$ cat src/rtl/core/wfc_pkg.sv
package wfc_pkg;

    localparam int KEY_SLOTS_DEF = 4;
    localparam int KEY_BYTES_DEF = 16;

    localparam logic [1:0] CMD_KEY   = 2'd0;
    localparam logic [1:0] CMD_START = 2'd1;
    localparam logic [1:0] CMD_BODY  = 2'd2;

    localparam logic [1:0] STAT_DATA    = 2'd0;
    localparam logic [1:0] STAT_ICV_OK  = 2'd1;
    localparam logic [1:0] STAT_ICV_BAD = 2'd2;

    localparam logic       CFG_TX_KEY_ID   = 1'b0;
    localparam logic       CFG_KEY_LENGTHS = 1'b1;

    localparam logic [31:0] CRC_POLY = 32'hedb88320;

    typedef enum logic [2:0] {
        ST_IDLE,
        ST_HDR,
        ST_KSA,
        ST_KS,
        ST_DATA,
        ST_ICV_KS,
        ST_ICV_OUT,
        ST_STAT
    } t_state;

    typedef enum logic [3:0] {
        R_IDLE,
        R_INIT,
        R_K1,
        R_K2,
        R_K3,
        R_K4,
        R_G2,
        R_G3,
        R_G4,
        R_G5,
        R_G6
    } t_rc4_state;

    typedef enum logic [1:0] {
        KSEL_IV,
        KSEL_KEY,
        KSEL_ZERO
    } t_ksel;

    typedef struct packed {
        logic        key_we;
        logic [1:0]  key_slot;
        logic [3:0]  key_idx;
        logic [7:0]  key_data;
        logic        ksa_start;
        logic [23:0] iv;
        logic [1:0]  slot;
        logic [4:0]  len;
        logic        ks_req;
    } t_rc4_req;

    typedef struct packed {
        logic       busy;
        logic       done;
        logic [7:0] ks;
    } t_rc4_rsp;

    function automatic logic [31:0] crc_byte(input logic [31:0] c_in, input logic [7:0] b);
        logic [31:0] c;
        c = c_in ^ {24'd0, b};
        for (int k = 0; k < 8; k++) begin
            c = c[0] ? (CRC_POLY ^ (c >> 1)) : (c >> 1);
        end
        return c;
    endfunction

endpackage

$ cat src/rtl/core/wfc_ram.sv
module wfc_ram #(
    parameter int WIDTH = 8,
    parameter int DEPTH = 256
) (
    input  logic                     i_clk,
    input  logic                     i_we,
    input  logic [$clog2(DEPTH)-1:0] i_waddr,
    input  logic [WIDTH-1:0]         i_wdata,
    input  logic [$clog2(DEPTH)-1:0] i_raddr,
    output logic [WIDTH-1:0]         o_rdata
);

    logic [WIDTH-1:0] r_mem [DEPTH];
    logic [WIDTH-1:0] r_rdata;

    always_ff @(posedge i_clk) begin
        if (i_we) begin
            r_mem[i_waddr] <= i_wdata;
        end
        r_rdata <= r_mem[i_raddr];
    end

    assign o_rdata = r_rdata;

endmodule

$ cat src/rtl/core/wfc_rc4.sv
module wfc_rc4 #(
    parameter int KEY_SLOTS = wfc_pkg::KEY_SLOTS_DEF,
    parameter int KEY_BYTES = wfc_pkg::KEY_BYTES_DEF
) (
    input  logic              i_clk,
    input  logic              i_rst_n,
    input  wfc_pkg::t_rc4_req i_req,
    output wfc_pkg::t_rc4_rsp o_rsp
);
    import wfc_pkg::*;

    localparam int KDEPTH = KEY_SLOTS * KEY_BYTES;
    localparam int KAW    = $clog2(KDEPTH);

    t_rc4_state r_st, n_st;
    logic [7:0]  r_k, n_k;
    logic [7:0]  r_i, n_i;
    logic [7:0]  r_j, n_j;
    logic [4:0]  r_m, n_m;
    logic [7:0]  r_si, n_si;
    logic [7:0]  r_sj, n_sj;
    logic [23:0] r_iv, n_iv;
    logic [1:0]  r_slot, n_slot;
    logic [4:0]  r_len, n_len;
    logic [4:0]  r_total, n_total;
    t_ksel       r_ksel, n_ksel;
    logic [KDEPTH-1:0] r_kvalid;

    logic       s_we;
    logic [7:0] s_waddr, s_wdata, s_raddr, s_rdata;
    logic [KAW-1:0] k_waddr, k_raddr;
    logic [7:0] k_rdata;
    logic       k_we;
    logic [4:0] w_kidx;
    logic [4:0] w_sum;
    logic [7:0] w_kb;
    logic [7:0] w_jn;

    assign k_we    = i_req.key_we && (32'(i_req.key_slot) < KEY_SLOTS)
                     && (32'(i_req.key_idx) < KEY_BYTES);
    assign k_waddr = KAW'(32'(i_req.key_slot) * KEY_BYTES + 32'(i_req.key_idx));
    assign w_kidx  = r_m - 5'd3;
    assign k_raddr = KAW'(32'(r_slot) * KEY_BYTES + 32'(w_kidx));
    assign w_sum   = i_req.len + 5'd10;

    wfc_ram #(.WIDTH(8), .DEPTH(256)) u_sbox (
        .i_clk   (i_clk),
        .i_we    (s_we),
        .i_waddr (s_waddr),
        .i_wdata (s_wdata),
        .i_raddr (s_raddr),
        .o_rdata (s_rdata)
    );

    wfc_ram #(.WIDTH(8), .DEPTH(KDEPTH)) u_keys (
        .i_clk   (i_clk),
        .i_we    (k_we),
        .i_waddr (k_waddr),
        .i_wdata (i_req.key_data),
        .i_raddr (k_raddr),
        .o_rdata (k_rdata)
    );

    always_comb begin
        case (r_ksel)
            KSEL_IV:  w_kb = r_iv[8*r_m[1:0] +: 8];
            KSEL_KEY: w_kb = k_rdata;
            default:  w_kb = 8'd0;
        endcase
    end

    always_comb begin
        n_st = r_st;
        case (r_st)
            R_IDLE: begin
                if (i_req.ksa_start) begin
                    n_st = R_INIT;
                end else if (i_req.ks_req) begin
                    n_st = R_G2;
                end
            end
            R_INIT:  if (r_k == 8'hff) n_st = R_K1;
            R_K1:    n_st = R_K2;
            R_K2:    n_st = R_K3;
            R_K3:    n_st = R_K4;
            R_K4:    n_st = (r_k == 8'hff) ? R_IDLE : R_K1;
            R_G2:    n_st = R_G3;
            R_G3:    n_st = R_G4;
            R_G4:    n_st = R_G5;
            R_G5:    n_st = R_G6;
            R_G6:    n_st = R_IDLE;
            default: n_st = R_IDLE;
        endcase
    end

    always_comb begin
        n_k     = r_k;
        n_i     = r_i;
        n_j     = r_j;
        n_m     = r_m;
        n_si    = r_si;
        n_sj    = r_sj;
        n_iv    = r_iv;
        n_slot  = r_slot;
        n_len   = r_len;
        n_total = r_total;
        n_ksel  = r_ksel;
        s_we    = 1'b0;
        s_waddr = r_k;
        s_wdata = r_k;
        s_raddr = r_k;
        w_jn    = r_j + s_rdata;
        o_rsp.busy = (r_st != R_IDLE);
        o_rsp.done = 1'b0;
        o_rsp.ks   = s_rdata;
        case (r_st)
            R_IDLE: begin
                if (i_req.ksa_start) begin
                    n_iv    = i_req.iv;
                    n_slot  = i_req.slot;
                    n_len   = i_req.len;
                    n_total = {w_sum[4:3], 3'b000};
                    n_k     = 8'd0;
                end else if (i_req.ks_req) begin
                    n_i     = r_i + 8'd1;
                    s_raddr = r_i + 8'd1;
                end
            end
            R_INIT: begin
                s_we = 1'b1;
                n_k  = r_k + 8'd1;
                n_j  = 8'd0;
                n_m  = 5'd0;
            end
            R_K1: begin
                if (r_m < 5'd3) begin
                    n_ksel = KSEL_IV;
                end else if ((w_kidx < r_len) && (32'(r_slot) < KEY_SLOTS)
                             && r_kvalid[k_raddr]) begin
                    n_ksel = KSEL_KEY;
                end else begin
                    n_ksel = KSEL_ZERO;
                end
            end
            R_K2: begin
                w_jn    = r_j + s_rdata + w_kb;
                n_j     = w_jn;
                n_si    = s_rdata;
                s_raddr = w_jn;
            end
            R_K3: begin
                s_we    = 1'b1;
                s_wdata = s_rdata;
            end
            R_K4: begin
                s_we    = 1'b1;
                s_waddr = r_j;
                s_wdata = r_si;
                n_k     = r_k + 8'd1;
                n_m     = (r_m + 5'd1 == r_total) ? 5'd0 : r_m + 5'd1;
                if (r_k == 8'hff) begin
                    o_rsp.done = 1'b1;
                    n_i = 8'd0;
                    n_j = 8'd0;
                end
            end
            R_G2: begin
                n_si    = s_rdata;
                n_j     = w_jn;
                s_raddr = w_jn;
            end
            R_G3: begin
                s_we    = 1'b1;
                s_waddr = r_i;
                s_wdata = s_rdata;
                n_sj    = s_rdata;
            end
            R_G4: begin
                s_we    = 1'b1;
                s_waddr = r_j;
                s_wdata = r_si;
            end
            R_G5: begin
                s_raddr = r_si + r_sj;
            end
            R_G6: begin
                o_rsp.done = 1'b1;
            end
            default: ;
        endcase
    end

    always_ff @(posedge i_clk) begin
        if (!i_rst_n) begin
            r_st     <= R_IDLE;
            r_i      <= 8'd0;
            r_j      <= 8'd0;
            r_kvalid <= '0;
        end else begin
            r_st <= n_st;
            r_i  <= n_i;
            r_j  <= n_j;
            if (k_we) begin
                r_kvalid[k_waddr] <= 1'b1;
            end
        end
        r_k     <= n_k;
        r_m     <= n_m;
        r_si    <= n_si;
        r_sj    <= n_sj;
        r_iv    <= n_iv;
        r_slot  <= n_slot;
        r_len   <= n_len;
        r_total <= n_total;
        r_ksel  <= n_ksel;
    end

endmodule

$ cat src/rtl/core/wep_frame_crypt.sv
// Channel | Dir | Handshake                 | Payload
// in      | in  | i_in_valid / o_in_ready   | i_cmd i_transmit i_key_slot i_key_byte_index
//         |     |                           | i_data_byte i_last_byte i_random_iv
// out     | out | o_out_valid / i_out_ready | o_out_byte o_out_last o_status
// cfg     | in  | i_cfg_we                  | i_cfg_index i_cfg_data
//
// Key load: a single input transfer. Transmit start: 4 header transfers, then the
// sbox fill and the key schedule (4 sbox RAM accesses per step).
// Body byte: keystream generation on the sbox RAM, then the byte is emitted;
// a transmit last byte adds 4 ICV bytes, each with its own keystream. Receive 4th
// header byte runs the sbox fill and key schedule. Sync active-low reset; the output
// register lets the next item in while a result waits for i_out_ready.
module wep_frame_crypt #(
    parameter int KEY_SLOTS = wfc_pkg::KEY_SLOTS_DEF,
    parameter int KEY_BYTES = wfc_pkg::KEY_BYTES_DEF
) (
    input  logic        i_clk,
    input  logic        i_rst_n,
    input  logic        i_in_valid,
    output logic        o_in_ready,
    input  logic [1:0]  i_cmd,
    input  logic        i_transmit,
    input  logic [1:0]  i_key_slot,
    input  logic [3:0]  i_key_byte_index,
    input  logic [7:0]  i_data_byte,
    input  logic        i_last_byte,
    input  logic [31:0] i_random_iv,
    output logic        o_out_valid,
    input  logic        i_out_ready,
    output logic [7:0]  o_out_byte,
    output logic        o_out_last,
    output logic [1:0]  o_status,
    input  logic        i_cfg_we,
    input  logic [0:0]  i_cfg_index,
    input  logic [19:0] i_cfg_data
);
    import wfc_pkg::*;

    t_state r_state, n_state;
    logic        r_active, n_active;
    logic        r_dir, n_dir;
    logic [2:0]  r_bc, n_bc;
    logic        r_hold_full, n_hold_full;
    logic [7:0]  r_hold [4];
    logic [7:0]  n_hold [4];
    logic [31:0] r_crc, n_crc;
    logic [31:0] r_ivc, n_ivc;
    logic [23:0] r_iv, n_iv;
    logic [1:0]  r_fkey, n_fkey;
    logic [7:0]  r_d, n_d;
    logic        r_last, n_last;
    logic [1:0]  r_cnt, n_cnt;
    logic [7:0]  r_ks;
    logic [31:0] r_icv, n_icv;
    logic [1:0]  r_tx_key_id;
    logic [19:0] r_key_lengths;
    logic        r_out_valid;
    logic [7:0]  r_out_byte, n_out_byte;
    logic        r_out_last, n_out_last;
    logic [1:0]  r_status, n_status;
    logic        w_load;

    t_rc4_req w_req;
    t_rc4_rsp w_rsp;

    logic        w_acc, w_free;
    logic [31:0] w_iv_pick, w_iv;
    logic [1:0]  w_ksa_slot;
    logic [4:0]  w_len_raw;
    logic [7:0]  w_dx;
    logic [31:0] w_crc_tx, w_crc_rx;

    assign o_in_ready = (r_state == ST_IDLE);
    assign w_acc      = i_in_valid && o_in_ready;
    assign w_free     = !r_out_valid || i_out_ready;
    assign w_dx       = r_d ^ r_ks;
    assign w_crc_tx   = crc_byte(r_crc, r_d);
    assign w_crc_rx   = crc_byte(r_crc, r_hold[0]);

    assign w_iv_pick = (r_ivc != 32'd0) ? r_ivc : i_random_iv;
    assign w_iv = ((w_iv_pick >= 32'h0003ff00)
                   && ((w_iv_pick & 32'h00f8ff00) == 32'h0000ff00))
                  ? w_iv_pick + 32'h00000100 : w_iv_pick;

    assign w_ksa_slot = (r_state == ST_HDR) ? r_fkey : i_data_byte[7:6];
    assign w_len_raw  = r_key_lengths[5*w_ksa_slot +: 5];

    wfc_rc4 #(.KEY_SLOTS(KEY_SLOTS), .KEY_BYTES(KEY_BYTES)) u_rc4 (
        .i_clk   (i_clk),
        .i_rst_n (i_rst_n),
        .i_req   (w_req),
        .o_rsp   (w_rsp)
    );

    always_comb begin
        n_state = r_state;
        case (r_state)
            ST_IDLE: begin
                if (w_acc && i_cmd == CMD_START && i_transmit) begin
                    n_state = ST_HDR;
                end else if (w_acc && i_cmd == CMD_BODY && r_active) begin
                    if (r_dir || r_bc[2]) begin
                        n_state = ST_KS;
                    end else if (r_bc == 3'd3) begin
                        n_state = ST_KSA;
                    end else if (i_last_byte) begin
                        n_state = ST_STAT;
                    end
                end
            end
            ST_HDR: begin
                if (w_free && r_cnt == 2'd3) n_state = ST_KSA;
            end
            ST_KSA: begin
                if (w_rsp.done) n_state = (!r_dir && r_last) ? ST_STAT : ST_IDLE;
            end
            ST_KS: begin
                if (w_rsp.done) n_state = ST_DATA;
            end
            ST_DATA: begin
                if (r_dir) begin
                    if (w_free) n_state = r_last ? ST_ICV_KS : ST_IDLE;
                end else if (w_free || !r_hold_full) begin
                    n_state = r_last ? ST_STAT : ST_IDLE;
                end
            end
            ST_ICV_KS: begin
                if (w_rsp.done) n_state = ST_ICV_OUT;
            end
            ST_ICV_OUT: begin
                if (w_free) n_state = (r_cnt == 2'd3) ? ST_IDLE : ST_ICV_KS;
            end
            ST_STAT: begin
                if (w_free) n_state = ST_IDLE;
            end
            default: n_state = ST_IDLE;
        endcase
    end

    always_comb begin
        n_active    = r_active;
        n_dir       = r_dir;
        n_bc        = r_bc;
        n_hold_full = r_hold_full;
        n_hold      = r_hold;
        n_crc       = r_crc;
        n_ivc       = r_ivc;
        n_iv        = r_iv;
        n_fkey      = r_fkey;
        n_d         = r_d;
        n_last      = r_last;
        n_cnt       = r_cnt;
        n_icv       = r_icv;
        w_load      = 1'b0;
        n_out_byte  = 8'd0;
        n_out_last  = 1'b0;
        n_status    = STAT_DATA;

        w_req.key_we    = w_acc && (i_cmd == CMD_KEY);
        w_req.key_slot  = i_key_slot;
        w_req.key_idx   = i_key_byte_index;
        w_req.key_data  = i_data_byte;
        w_req.ksa_start = 1'b0;
        w_req.iv        = (r_state == ST_HDR) ? r_iv
                          : {r_hold[2], r_hold[1], r_hold[0]};
        w_req.slot      = w_ksa_slot;
        w_req.len       = (32'(w_len_raw) > KEY_BYTES) ? 5'(KEY_BYTES) : w_len_raw;
        w_req.ks_req    = 1'b0;

        case (r_state)
            ST_IDLE: begin
                if (w_acc && i_cmd == CMD_START) begin
                    n_active    = 1'b1;
                    n_dir       = i_transmit;
                    n_bc        = 3'd0;
                    n_hold_full = 1'b0;
                    n_hold      = '{default: 8'd0};
                    n_crc       = '1;
                    n_cnt       = 2'd0;
                    if (i_transmit) begin
                        n_ivc  = w_iv + 32'd1;
                        n_iv   = w_iv[23:0];
                        n_fkey = r_tx_key_id;
                    end
                end else if (w_acc && i_cmd == CMD_BODY && r_active) begin
                    n_d    = i_data_byte;
                    n_last = i_last_byte;
                    if (i_last_byte) n_active = 1'b0;
                    if (r_dir || r_bc[2]) begin
                        w_req.ks_req = 1'b1;
                    end else begin
                        n_bc = r_bc + 3'd1;
                        if (r_bc == 3'd3) begin
                            n_fkey          = i_data_byte[7:6];
                            w_req.ksa_start = 1'b1;
                            n_hold          = '{default: 8'd0};
                        end else begin
                            n_hold[r_bc[1:0]] = i_data_byte;
                        end
                    end
                end
            end
            ST_HDR: begin
                if (w_free) begin
                    w_load     = 1'b1;
                    n_out_byte = (r_cnt == 2'd3) ? {r_fkey, 6'd0} : r_iv[8*r_cnt +: 8];
                    n_cnt      = r_cnt + 2'd1;
                    if (r_cnt == 2'd3) w_req.ksa_start = 1'b1;
                end
            end
            ST_DATA: begin
                if (r_dir) begin
                    if (w_free) begin
                        w_load     = 1'b1;
                        n_out_byte = w_dx;
                        n_crc      = w_crc_tx;
                        n_icv      = ~w_crc_tx;
                        n_cnt      = 2'd0;
                        if (r_last) w_req.ks_req = 1'b1;
                    end
                end else if (r_hold_full) begin
                    if (w_free) begin
                        w_load     = 1'b1;
                        n_out_byte = r_hold[0];
                        n_crc      = w_crc_rx;
                        n_hold[0]  = r_hold[1];
                        n_hold[1]  = r_hold[2];
                        n_hold[2]  = r_hold[3];
                        n_hold[3]  = w_dx;
                    end
                end else begin
                    n_hold[r_bc[1:0]] = w_dx;
                    if (r_bc == 3'd7) begin
                        n_hold_full = 1'b1;
                    end else begin
                        n_bc = r_bc + 3'd1;
                    end
                end
            end
            ST_ICV_OUT: begin
                if (w_free) begin
                    w_load     = 1'b1;
                    n_out_byte = r_icv[8*r_cnt +: 8] ^ r_ks;
                    n_out_last = (r_cnt == 2'd3);
                    n_cnt      = r_cnt + 2'd1;
                    if (r_cnt != 2'd3) w_req.ks_req = 1'b1;
                end
            end
            ST_STAT: begin
                if (w_free) begin
                    w_load     = 1'b1;
                    n_out_last = 1'b1;
                    n_status   = (r_hold_full && ({r_hold[3], r_hold[2], r_hold[1],
                                  r_hold[0]} == ~r_crc)) ? STAT_ICV_OK : STAT_ICV_BAD;
                end
            end
            default: ;
        endcase
    end

    always_ff @(posedge i_clk) begin
        if (!i_rst_n) begin
            r_state       <= ST_IDLE;
            r_active      <= 1'b0;
            r_dir         <= 1'b0;
            r_bc          <= 3'd0;
            r_hold_full   <= 1'b0;
            r_ivc         <= 32'd0;
            r_fkey        <= 2'd0;
            r_tx_key_id   <= 2'd0;
            r_key_lengths <= 20'd0;
            r_out_valid   <= 1'b0;
        end else begin
            r_state     <= n_state;
            r_active    <= n_active;
            r_dir       <= n_dir;
            r_bc        <= n_bc;
            r_hold_full <= n_hold_full;
            r_ivc       <= n_ivc;
            r_fkey      <= n_fkey;
            if (i_cfg_we && i_cfg_index == CFG_TX_KEY_ID) r_tx_key_id <= i_cfg_data[1:0];
            if (i_cfg_we && i_cfg_index == CFG_KEY_LENGTHS) r_key_lengths <= i_cfg_data;
            if (w_load) begin
                r_out_valid <= 1'b1;
            end else if (i_out_ready) begin
                r_out_valid <= 1'b0;
            end
        end
        r_hold <= n_hold;
        r_crc  <= n_crc;
        r_iv   <= n_iv;
        r_d    <= n_d;
        r_last <= n_last;
        r_cnt  <= n_cnt;
        r_icv  <= n_icv;
        if (w_rsp.done) r_ks <= w_rsp.ks;
        if (w_load) begin
            r_out_byte <= n_out_byte;
            r_out_last <= n_out_last;
            r_status   <= n_status;
        end
    end

    assign o_out_valid = r_out_valid;
    assign o_out_byte  = r_out_byte;
    assign o_out_last  = r_out_last;
    assign o_status    = r_status;

`ifndef NO_ASSERTIONS
    a_ready_engine_idle: assert property (@(posedge i_clk) disable iff (!i_rst_n)
        o_in_ready |-> !w_rsp.busy)
        else $error("input ready while rc4 engine busy");

    a_done_expected: assert property (@(posedge i_clk) disable iff (!i_rst_n)
        w_rsp.done |-> (r_state == ST_KSA || r_state == ST_KS || r_state == ST_ICV_KS))
        else $error("rc4 engine finished with no waiting request");

    a_status_last: assert property (@(posedge i_clk) disable iff (!i_rst_n)
        (o_out_valid && o_status != STAT_DATA) |-> (o_out_last && o_out_byte == 8'd0))
        else $error("status result not marked last");
`endif

endmodule
$ cat config.mk
export PLATFORM = sky130hd
export DESIGN_NAME = wep_frame_crypt
export DESIGN_NICKNAME = d
export VERILOG_FILES = /design/src/rtl/core/wfc_pkg.sv /design/src/rtl/core/wfc_ram.sv /design/src/rtl/core/wfc_rc4.sv /design/src/rtl/core/wep_frame_crypt.sv
export SDC_FILE = /design/constraint.sdc
export NUM_CORES = 2
export LEC_CHECK = 0
export ABC_AREA = 1
export BUFFER_PORTS_ARGS = -buffer_cell sky130_fd_sc_hd__buf_2
export CAP_MARGIN = 20
export CORE_UTILIZATION = 40
export DETAILED_ROUTE_END_ITERATION = 8
export HOLD_SLACK_MARGIN = 0.1
export SYNTH_ARGS = -nofsm -noshare
export SYNTH_HDL_FRONTEND = slang
export SYNTH_HIERARCHICAL = 1
export SYNTH_SLANG_ARGS = --single-unit
$ cat constraint.sdc
create_clock -name i_clk -period 11.8 [get_ports i_clk]
set_clock_uncertainty 0.15 [all_clocks]
set_input_delay 1.18 -clock i_clk [delete_from_list [all_inputs] [get_ports i_clk]]
set_output_delay 1.18 -clock i_clk [all_outputs]
set_load 0.005 [all_outputs]
==> impl_metrics.csv <==
group,metric,value,unit
timing,tightest_slew,1.73,ns
placement,dp_slack,3.68,ns
timing,hold_ws,0.307,ns
pwr,irDropWorstVdd,273,uV
grt,antenna_found_initial,12,
cts,cts.path.max_buffers,4,
cts,ctsResizeCount,0,
synthesis,ys_top_cells_by_area,"edfxtp_1 (66%), nand3_1 (10%), nand2_1 (9.7%), dfxtp_1 (2.6%), nor2_1 (1.8%)",
cts,cts_hold_buf,0,
critical_path,r2r-start,"r_state[0]",
pwr,leakage,49.0,nW
synthesis,synth_edf_count,2774,
routing,drcViolationCount,0,
routing,drt-vias-per-instance,5.54,
synthesis,ys_async_sr_fraction,0,%
timing,slew_violations,97,
critical_path,required,12.46,ns
floorplan,fp.dieH,563,um
routing,drt_pass1_iterations,6,
floorplan,start_util,40.3,%
worst_hold_path,holdPathStages,2,
cts,cts_root_buf,"clkbuf_16",
grt,use_met3,3.29,%
status,failed_checks,"slew limit",
synthesis,ys_seq_elements,2940,
cts,cts.sinks,2940,
cts,postCtsSetupRepairBufs,0,
timing,max_freq,123,MHz
job,drv_cap,0,
routing,final_antenna_net_count,0,
cts,numCtsBuffers,310,
cells_and_area,final_util,44.5,%
synthesis,synth_top_flop_cell,"edfxtp_1",
critical_path,criticalPathCategory,"reg2reg",
worst_hold_path,hp-class,"reg2reg",
synthesis,synth_seq_area_share,68.8,%
routing,dr.first_iter.drc_count,10017,
floorplan,die_w,563,um
critical_path,ff2ff_path_depth,24,
grt,grtUsageTotal,21.9,%
timing,setup_ws,3.65,ns
synthesis,yosysWarnings,6,
cts,cts_tree,"done",
routing,wl_per_cell,22.7,um
floorplan,std_cell_rows,205,
floorplan,io-pin-count,89,
placement,gp_congestion,0.913,
cells_and_area,syn_to_final_growth,10.4,%
synthesis,yosysTopAreaCell,"edfxtp_1",
synthesis,syn_nets,11538,
routing,vias,86820,
placement,dp_hpwl,204000,um
routing,routed_wl,355000,um
grt,overflow,0,
cells_and_area,final_layout_size_suffix_gt1_share,6.69,%
critical_path,crit_path_max_fanout,221,
cells_and_area,layout.nets,11399,
timing,min_period_over_period,69.1,%
placement,dp.cells,15102,
grt,busiest_layer,"met2",
critical_path,endpoint_kind,"flip-flop",
grt,grt_max_degree,243,
synthesis,syn_area_per_cell,11.0,um2
worst_hold_path,worstHoldStart,"u_rc4/r_kvalid[47]",
cells_and_area,instances_no_fill,15661,
timing,fin_crit,8.15,ns
cts,clock_latency,0.89,ns
floorplan,die_area,317000,um2
grt,grt_util_met2,34.6,%
cts,h-tree-depth,5,
synthesis,ys_types,71,
grt,grt_use_met1,30.7,%
critical_path,startpoint,"r_state[0]",
pwr,p_per_area,260,nW/um2
grt,grt_pass1_vias,82756,
status,status,"finished with violations",
cts,path_clk_slew,0.06,ns
critical_path,crit_arrival,8.81,ns
synthesis,synthCells,11417,
timing,slew_headroom,-15.2,%
grt,grt_pass1_wl,531000,um
floorplan,core,312000,um2
synthesis,yosysTopAreaCellShare,66.2,%
cells_and_area,final_common_cell,"nand2_1",
cells_and_area,final_cell_mix,"nand2_1 (3235), edfxtp_1 (2774), nand3_1 (2573)",
critical_path,worst_setup_path_start_kind,"flip-flop",
synthesis,synth_area,126000,um2
timing,setup_viol,0,
timing,tns,0,ns
placement,place.port_buffers,88,
timing,hold_violations,0,
timing,rsz0062_at_grt,"false",
worst paths after layout:
path,to,slack (ns)
max,u_rc4/u_sbox/o_rdata[6],3.65
min,u_rc4/r_kvalid[47],0.31
max reg2reg,u_rc4/u_sbox/o_rdata[6],3.65
min reg2reg,u_rc4/r_kvalid[47],0.31
synth_stat cells (4+ instances only):
cell type	instances
inv_2	15
nand2_1	3237
nand3_1	2573
o211ai_1	17
a32oi_1	14
a22o_1	10
a31oi_1	5
o221ai_1	4
nor2_2	13
o21ai_0	209
nor4_1	14
o21ai_1	8
clkbuf_1	170
or2_2	12
nor3_1	44
a21o_1	5
o22ai_1	37
xnor2_1	69
buf_6	44
buf_2	331
a21oi_1	183
edfxtp_1	2774
nor2_4	13
nand4_1	32
nor2_1	617
buf_4	60
o311ai_0	8
a41oi_1	4
buf_1	55
clkinv_1	8
nor4_4	4
xor2_1	130
o21a_1	4
nor4_2	4
dfxtp_1	166
inv_1	389
ha_1	42
a22oi_1	12
nand2_2	20
state kept, by name, summed over array words and instances (netlist names), 20 cells and up:
| name | count |
|---|---|
| r_icv | 32 |
| u_rc4/u_keys/r_mem | 512 |
| r_key_lengths | 20 |
| r_ivc | 32 |
| u_rc4/r_kvalid | 64 |
| r_crc | 32 |
| r_hold | 32 |
| u_rc4/u_sbox/r_mem | 2048 |
| u_rc4/r_iv | 24 |
| r_iv | 24 |
power by group:
part	switching [W]	internal (W)	leakage, nW
clock	0.00400	0.00543	4.73
sequential	0.000227	0.0128	26.3
combinational	0.0103	0.00337	18.0
total	0.0146	0.0216	49.0
metal layers:
metal,vias to the layer above,routed length (um)
met5,-,13
met4,2,12200
met1,42967,151000
met3,611,27200
met2,3608,165000
li1,39632,-
cells by family (layout without fill, tap and decap cells):
kind of cell | Yosys count | count (layout) | synth area share (%)
adders and majority gates | 45 | 45 | 0.465
and+or+nand+nor | 6609 | 6609 | 22.8
buffers and inverters | 1078 | 1175 | 4.02
DFF | 2940 | 2940 | 68.8
xor gates and xnor gates | 203 | 203 | 1.45
AOI/OAI and AO/OA | 542 | 542 | 2.47
other | 0 | 7 | 0
through the flow:
stage	cell area (um2)	power (W)
after CTS	139000	0.0362
after floorplan	126000	0.0226
final	139000	0.0362
after global placement	129000	0.0266
after global routing	139000	0.0379
after detailed placement	129000	0.0268
cell type report:
class,count,area [um2]
clock buffers,394,8320
repair buffers,212,1630
multi-input cells,7399,34300
diodes,7,17.5
clock inverters,154,1310
fillers,28753,173000
flip-flops and latches,2940,86600
well taps,4140,5180
inverters,415,1610
worst max-delay path, stage by stage (launching register included):
cell	delay, ns
dfxtp_1	0.36
nor2_1	0.18
inv_1	0.11
nor2_1	0.27
nand2_1	0.20
nor4_1	0.76
nand2_1	0.19
o21ai_0	0.41
inv_1	0.20
a21oi_1	0.34
nor2_1	0.18
o21ai_4	0.72
buf_12	0.56
buf_4	1.00
buf_4	0.66
nand2_1	0.12
nand3_1	0.12
nand3_1	0.12
nand3_1	0.14
nand3_1	0.11
nand3_1	0.14
nand3_1	0.14
nand2_1	0.10
nand2_1	0.05
nand2_1	0.08
No activity file was read; power rests on OpenSTA's default activity.
